[src/rtl/clug_pkg.sv]
// ----------------------------------------------------------------------------
// clug_pkg: shared constants for the combined LCG uniform generator
// Moduli, Schrage factors, reciprocal constants for the constant divisions
// and the combinational Schrage step used by the state update.
// ----------------------------------------------------------------------------
`timescale 1ns / 1ps
`default_nettype none

package clug_pkg;

	typedef logic [14:0] state_t;

	localparam logic FN_DRAW   = 1'b0;
	localparam logic FN_RESEED = 1'b1;

	localparam state_t MOD_A = 15'd30269;
	localparam state_t MOD_B = 15'd30307;
	localparam state_t MOD_C = 15'd30323;

	localparam state_t INIT_A = 15'd11;
	localparam state_t INIT_B = 15'd23;
	localparam state_t INIT_C = 15'd137;

	localparam logic [7:0] DIV_A = 8'd177;
	localparam logic [7:0] DIV_B = 8'd176;
	localparam logic [7:0] DIV_C = 8'd178;

	localparam logic [7:0] MUL_A = 8'd171;
	localparam logic [7:0] MUL_B = 8'd172;
	localparam logic [7:0] MUL_C = 8'd170;

	localparam logic [7:0] REM_A = 8'd2;
	localparam logic [7:0] REM_B = 8'd35;
	localparam logic [7:0] REM_C = 8'd63;

	localparam logic [7:0] SEED_DIV = 8'd178;
	localparam logic [7:0] SEED_MUL = 8'd170;
	localparam state_t     SEED_OFS = 15'd137;

	// ceil(2^23 / d): exact quotient for any 15-bit dividend
	localparam int unsigned QSH = 23;
	localparam logic [31:0] RCP_QA_W = ((32'd1 << QSH) + 32'd176) / 32'd177;
	localparam logic [31:0] RCP_QB_W = ((32'd1 << QSH) + 32'd175) / 32'd176;
	localparam logic [31:0] RCP_QC_W = ((32'd1 << QSH) + 32'd177) / 32'd178;
	localparam logic [15:0] RCP_QA = RCP_QA_W[15:0];
	localparam logic [15:0] RCP_QB = RCP_QB_W[15:0];
	localparam logic [15:0] RCP_QC = RCP_QC_W[15:0];

	// ceil(2^29 / 178): exact quotient for the folded 21-bit seed
	localparam int unsigned SSH = 29;
	localparam logic [31:0] RCP_SEED_W = ((32'd1 << SSH) + 32'd177) / 32'd178;
	localparam logic [21:0] RCP_SEED = RCP_SEED_W[21:0];

	// ceil(2^62 / m): floor(s * 2^32 / m) = (s * R) >> 30 for s below m
	localparam int unsigned TSH = 30;
	localparam logic [63:0] TRM_A = ((64'd1 << 62) + 64'd30268) / 64'd30269;
	localparam logic [63:0] TRM_B = ((64'd1 << 62) + 64'd30306) / 64'd30307;
	localparam logic [63:0] TRM_C = ((64'd1 << 62) + 64'd30322) / 64'd30323;
	localparam int unsigned PPW = 24;
	localparam logic [PPW-1:0] TRM_A_HI = TRM_A[2*PPW-1:PPW];
	localparam logic [PPW-1:0] TRM_A_LO = TRM_A[PPW-1:0];
	localparam logic [PPW-1:0] TRM_B_HI = TRM_B[2*PPW-1:PPW];
	localparam logic [PPW-1:0] TRM_B_LO = TRM_B[PPW-1:0];
	localparam logic [PPW-1:0] TRM_C_HI = TRM_C[2*PPW-1:PPW];
	localparam logic [PPW-1:0] TRM_C_LO = TRM_C[PPW-1:0];

	typedef logic [PPW+14:0] pprod_t;

	// mult*(s mod d) - rm*(s div d), wrapped into [0, md)
	function automatic state_t schrage_step(
		input state_t     s,
		input logic [7:0] d,
		input logic [15:0] rcp,
		input logic [7:0] mult,
		input logic [7:0] rm,
		input state_t     md
	);
		logic [30:0] prod;
		logic [7:0]  q;
		logic [14:0] r;
		logic [17:0] t;
		prod = 31'(s) * 31'(rcp);
		q    = prod[30:23];
		r    = s - 15'(16'(q) * 16'(d));
		t    = 18'(mult) * 18'(r[7:0]) - 18'(rm) * 18'(q);
		if (t[17]) begin
			t = t + 18'(md);
		end
		return t[14:0];
	endfunction

endpackage

`default_nettype wire

[src/rtl/combined_lcg_uniform_generator.sv]
// ----------------------------------------------------------------------------
// combined_lcg_uniform_generator: Wichmann-Hill uniform random source
// Takes one command per cycle while cmd_stall is low; a draw command gives a
// 0.32 fixed-point fraction in [0,1), a reseed command (func high) sets the
// third generator from seed and gives no result. The three 15-bit states
// advance through a combinational Schrage step each into registers, which
// sets the sustained rate of one command per clock when nothing stalls. The
// fraction is formed in three further stages: reciprocal partial products,
// per-term combination, and the final sum modulo 2^32. When a result is held
// by res_stall, the whole pipeline holds and cmd_stall rises.
// ----------------------------------------------------------------------------
`timescale 1ns / 1ps
`default_nettype none

module combined_lcg_uniform_generator (
	input  wire logic        clk,
	input  wire logic        arst_n,
	input  wire logic        cmd_valid,
	output logic             cmd_stall,
	input  wire logic        func,
	input  wire logic [30:0] seed,
	output logic             res_valid,
	input  wire logic        res_stall,
	output logic [31:0]      fraction
);

	clug_pkg::state_t gen_a_q, gen_b_q, gen_c_q;
	clug_pkg::state_t nxt_a, nxt_b, nxt_c, seed_c;

	logic        adv;
	logic        vld_s1, vld_s2, vld_s3, vld_s4;
	clug_pkg::state_t st_a_s1, st_b_s1, st_c_s1;
	clug_pkg::pprod_t pa_hi_s2, pa_lo_s2, pb_hi_s2, pb_lo_s2, pc_hi_s2, pc_lo_s2;
	logic [31:0] ta_s3, tb_s3, tc_s3;
	logic [31:0] frac_s4;

	logic [20:0] seed_fold;
	logic [42:0] seed_prod;
	logic [13:0] seed_quo;
	logic [20:0] seed_rem;
	logic [63:0] full_a, full_b, full_c;

	assign adv       = !(vld_s4 && res_stall);
	assign cmd_stall = !adv;
	assign res_valid = vld_s4;
	assign fraction  = frac_s4;

	assign nxt_a = clug_pkg::schrage_step(gen_a_q, clug_pkg::DIV_A, clug_pkg::RCP_QA,
		clug_pkg::MUL_A, clug_pkg::REM_A, clug_pkg::MOD_A);
	assign nxt_b = clug_pkg::schrage_step(gen_b_q, clug_pkg::DIV_B, clug_pkg::RCP_QB,
		clug_pkg::MUL_B, clug_pkg::REM_B, clug_pkg::MOD_B);
	assign nxt_c = clug_pkg::schrage_step(gen_c_q, clug_pkg::DIV_C, clug_pkg::RCP_QC,
		clug_pkg::MUL_C, clug_pkg::REM_C, clug_pkg::MOD_C);

	// fold with 2^16 mod 178 = 32, then divide the narrow value by reciprocal
	always_comb begin
		seed_fold = 21'({seed[30:16], 5'b0}) + 21'(seed[15:0]);
		seed_prod = 43'(seed_fold) * 43'(clug_pkg::RCP_SEED);
		seed_quo  = seed_prod[42:29];
		seed_rem  = seed_fold - 21'(22'(seed_quo) * 22'(clug_pkg::SEED_DIV));
		seed_c    = 15'(16'(clug_pkg::SEED_MUL) * 16'(seed_rem[7:0]))
			+ clug_pkg::SEED_OFS;
	end

	always_ff @(posedge clk or negedge arst_n) begin
		if (!arst_n) begin
			gen_a_q <= clug_pkg::INIT_A;
			gen_b_q <= clug_pkg::INIT_B;
			gen_c_q <= clug_pkg::INIT_C;
			vld_s1  <= 1'b0;
			vld_s2  <= 1'b0;
			vld_s3  <= 1'b0;
			vld_s4  <= 1'b0;
		end else if (adv) begin
			vld_s1 <= cmd_valid && (func == clug_pkg::FN_DRAW);
			vld_s2 <= vld_s1;
			vld_s3 <= vld_s2;
			vld_s4 <= vld_s3;
			if (cmd_valid) begin
				if (func == clug_pkg::FN_RESEED) begin
					gen_c_q <= seed_c;
				end else begin
					gen_a_q <= nxt_a;
					gen_b_q <= nxt_b;
					gen_c_q <= nxt_c;
				end
			end
		end
	end

	always_comb begin
		full_a = 64'({pa_hi_s2, 24'b0}) + 64'(pa_lo_s2);
		full_b = 64'({pb_hi_s2, 24'b0}) + 64'(pb_lo_s2);
		full_c = 64'({pc_hi_s2, 24'b0}) + 64'(pc_lo_s2);
	end

	always_ff @(posedge clk) begin
		if (adv) begin
			st_a_s1  <= nxt_a;
			st_b_s1  <= nxt_b;
			st_c_s1  <= nxt_c;
			pa_hi_s2 <= clug_pkg::pprod_t'(st_a_s1) * clug_pkg::pprod_t'(clug_pkg::TRM_A_HI);
			pa_lo_s2 <= clug_pkg::pprod_t'(st_a_s1) * clug_pkg::pprod_t'(clug_pkg::TRM_A_LO);
			pb_hi_s2 <= clug_pkg::pprod_t'(st_b_s1) * clug_pkg::pprod_t'(clug_pkg::TRM_B_HI);
			pb_lo_s2 <= clug_pkg::pprod_t'(st_b_s1) * clug_pkg::pprod_t'(clug_pkg::TRM_B_LO);
			pc_hi_s2 <= clug_pkg::pprod_t'(st_c_s1) * clug_pkg::pprod_t'(clug_pkg::TRM_C_HI);
			pc_lo_s2 <= clug_pkg::pprod_t'(st_c_s1) * clug_pkg::pprod_t'(clug_pkg::TRM_C_LO);
			ta_s3    <= full_a[61:30];
			tb_s3    <= full_b[61:30];
			tc_s3    <= full_c[61:30];
			frac_s4  <= ta_s3 + tb_s3 + tc_s3;
		end
	end

	a_state_range: assert property (@(posedge clk) disable iff (!arst_n)
		(gen_a_q < clug_pkg::MOD_A) && (gen_b_q < clug_pkg::MOD_B)
		&& (gen_c_q < clug_pkg::MOD_C))
		else $error("generator state out of range");

	a_reseed_keeps_ab: assert property (@(posedge clk) disable iff (!arst_n)
		(cmd_valid && !cmd_stall && (func == clug_pkg::FN_RESEED))
		|=> ($stable(gen_a_q) && $stable(gen_b_q)))
		else $error("reseed changed first or second generator");

	a_draw_enters: assert property (@(posedge clk) disable iff (!arst_n)
		(cmd_valid && !cmd_stall && (func == clug_pkg::FN_DRAW)) |=> vld_s1)
		else $error("draw transfer did not enter pipeline");

	a_stall_cause: assert property (@(posedge clk) disable iff (!arst_n)
		cmd_stall |-> (res_valid && res_stall))
		else $error("command stalled without a held result");

endmodule

`default_nettype wire
[config.mk]
export PLATFORM = sky130hd
export DESIGN_NAME = combined_lcg_uniform_generator
export DESIGN_NICKNAME = d
export VERILOG_FILES = /design/src/rtl/clug_pkg.sv /design/src/rtl/combined_lcg_uniform_generator.sv
export SDC_FILE = /design/constraint.sdc
export NUM_CORES = 2
export LEC_CHECK = 0
export ABC_AREA = 1
export BUFFER_PORTS_ARGS = -buffer_cell sky130_fd_sc_hd__buf_2
export CAP_MARGIN = 40
export CORE_AREA = 2 2 468 330
export CTS_CLUSTER_SIZE = 10
export DETAILED_ROUTE_END_ITERATION = 7
export DIE_AREA = 0 0 470 332
export GPL_TIMING_DRIVEN = 0
export SYNTH_ARGS = -nofsm -noshare
export SYNTH_HDL_FRONTEND = slang
export SYNTH_SLANG_ARGS = --single-unit
[constraint.sdc]
create_clock -name clk -period 16 [get_ports clk]
set_clock_uncertainty 0.1 [all_clocks]
set_input_delay 1.6 -clock clk [delete_from_list [all_inputs] [get_ports clk]]
set_output_delay 1.6 -clock clk [all_outputs]
set_load 0.02 [all_outputs]
==> impl_metrics.tcl <==
set metrics [dict create \
    fin_util_pct 48.6 \
    via_count 48926 \
    tightest_slew_ns 0.943 \
    ctsHoldBuffers 0 \
    cts_resized 0 \
    max_freq_mhz 68.4 \
    drt_iter0_markers 3212 \
    grt-ovfl-total 0 \
    hp-class "reg -> reg" \
    area_growth_pct 6.34 \
    yosysWarnings 0 \
    final_cell_mix "inv_1, ha_1, nand2_1" \
    drv_cap 0 \
    cp_max_fo 5 \
    syn_area_um2 69400 \
    status "completed" \
    die_x_um 470 \
    drc 0 \
    async_flop_share_pct 13.1 \
    ys.flop_type "edfxtp_1" \
    critical_path_required_ns 16.39 \
    start_kind "primary input" \
    htree_levels 2 \
    final_nets 9958 \
    cts_setup_buffers 0 \
    syn-num-nets 9831 \
    ant_nets 0 \
    antenna_found_initial 3 \
    cts_tree "built" \
    ys_seq_area_share_pct 15.8 \
    ys_types 73 \
    final_common_cell "inv_1" \
    post_drt_wl_per_cell_um 17.8 \
    grt_setup_unrepaired "false" \
    place.gp.congestion 0.957 \
    start_util_pct 45.7 \
    crit_family "adder cells" \
    wirelength_um 170000 \
    cts_made_buffers 46 \
    grt_pass1_wl_um 275000 \
    avgSynthCellArea_um2 9.37 \
    slowest_delay_ns 0.61 \
    cts_sinks 373 \
    cp.arrival_ns 15.02 \
    cts_root_buf "clkbuf_16" \
    final.period_utilization_pct 91.4 \
    port_buffers 69 \
    setup_viol 0 \
    worst-setup-path-type "in -> reg" \
    synth_edf_count 324 \
    syn_inst 7405 \
    firstDrtPassIters 5 \
    drv_slew 0 \
    vias_per_cell 5.11 \
    cts_buffer_depth 3 \
    grt_pass1_vias 49928 \
    drive_above_1_share_pct 3.76 \
    grt_max_degree 68 \
    coreArea_um2 152000 \
    endpoint_kind "flip-flop" \
    dp_hpwl_um 150000 \
    io_pins 70 \
    clk_pin_slew_ns 0.05 \
    synth_seq_cells 373 \
    crit_top_cell "nand2_1" \
    hold_viol_final 0 \
    die_y_um 332 \
    placementRows 120 \
    finalCriticalPeriod_ns 14.63 \
    clk_latency_ns 0.61 \
    crit_slowest_cell "fa_1" \
    slew_headroom_pct 37.1 \
    path_buf_inv 15 \
    die-area_um2 156000 \
    grt_use_total_pct 22.2 \
]
worst min-delay path, stage by stage, from the launching register on:
cell     delay, ns
dfrtp_1       0.33
inv_1         0.05
nand2_1       0.06
registers in the layout (all words and copies together), names as in the netlist:
register,cells
fraction,32
gen_a_q,15
gen_b_q,15
gen_c_q,15
pa_hi_s2,38
pa_lo_s2,12
pb_hi_s2,36
pb_lo_s2,15
pc_hi_s2,38
pc_lo_s2,12
res_valid,1
st_a_s1,15
st_b_s1,15
st_c_s1,15
ta_s3,32
tb_s3,32
tc_s3,32
vld_s1,1
vld_s2,1
vld_s3,1
final cells by class:
class / count / area, µm²
fill: 14437 / 78200
multi-input combinational: 5252 / 51700
sequential: 373 / 11000
inverter: 1770 / 6650
tap: 2013 / 2520
clock buffer: 59 / 1240
timing repair buffer: 79 / 526
clock inverter: 8 / 98.8
buffer: 10 / 41.3
antenna: 3 / 7.51
Yosys cell counts (all sizes together), types with 33 or more instances:
cell / instances / area (µm²)
nand3: 158 / 841
nand2: 894 / 3440
ha: 1553 / 19400
o21ai: 219 / 1130
dfrtp: 39 / 976
nand4: 62 / 388
edfxtp: 324 / 9730
inv: 1770 / 6650
nor2: 316 / 1230
a21o: 33 / 250
fa: 837 / 16800
xor2: 270 / 2450
nor3: 77 / 405
a21oi: 449 / 2280
xnor2: 150 / 1310
layer usage:
metal  part of all wire (%)  track usage, %  vias to the layer above
met2                     39            30.9                     1098
li1                       -               -                    24205
met1                     53            35.5                    23500
met5                  0.016               0                        -
met3                    7.1            4.73                      119
met4                    1.2            2.90                        4
through the flow:
step | cells | setup WS (ns) | cell area (µm²) | hold slack (ns) | setup TNS [ns]
after floorplan | 7405 | 2.64 | 69400 | 0.320 | 0
after global placement | 9487 | -1.25 | 72200 | 0.341 | -36.58
after detailed placement | 9496 | 0.930 | 72400 | 0.363 | 0
after CTS | 9563 | 1.52 | 73800 | 0.378 | 0
after global routing | 9564 | 0.412 | 73800 | 0.409 | 0
final | 9567 | 1.37 | 73800 | 0.369 | 0
kinds of logic (layout without fill, tap and decap cells):
logic type / count (synthesis) / after routing / synth area share [%]
adder cells (fa/ha/maj): 2390 / 2390 / 52.2
buffers and inverters: 1780 / 1926 / 9.64
AND/OR/NAND/NOR: 1571 / 1571 / 9.74
AO/OA/AOI/OAI: 871 / 871 / 7.23
XOR/XNOR: 420 / 420 / 5.42
flip-flops: 373 / 373 / 15.8
other: 0 / 3 / 0
worst paths after layout:
check	slack, ns	startpoint	depth (start not counted)	to
min in group asynchronous	0.87	arst_n	1	gen_b_q[7]
max reg2reg	2.64	gen_a_q[3]	60	gen_a_q[11]
max	1.37	seed[5]	74	gen_c_q[14]
min	0.37	vld_s3	2	res_valid
min reg2reg	0.37	vld_s3	2	res_valid
max in group asynchronous	14.28	arst_n	2	gen_c_q[0]
Power is not shown: default switching activity piles up to over one toggle a cycle in this logic, so the estimate is an artifact.
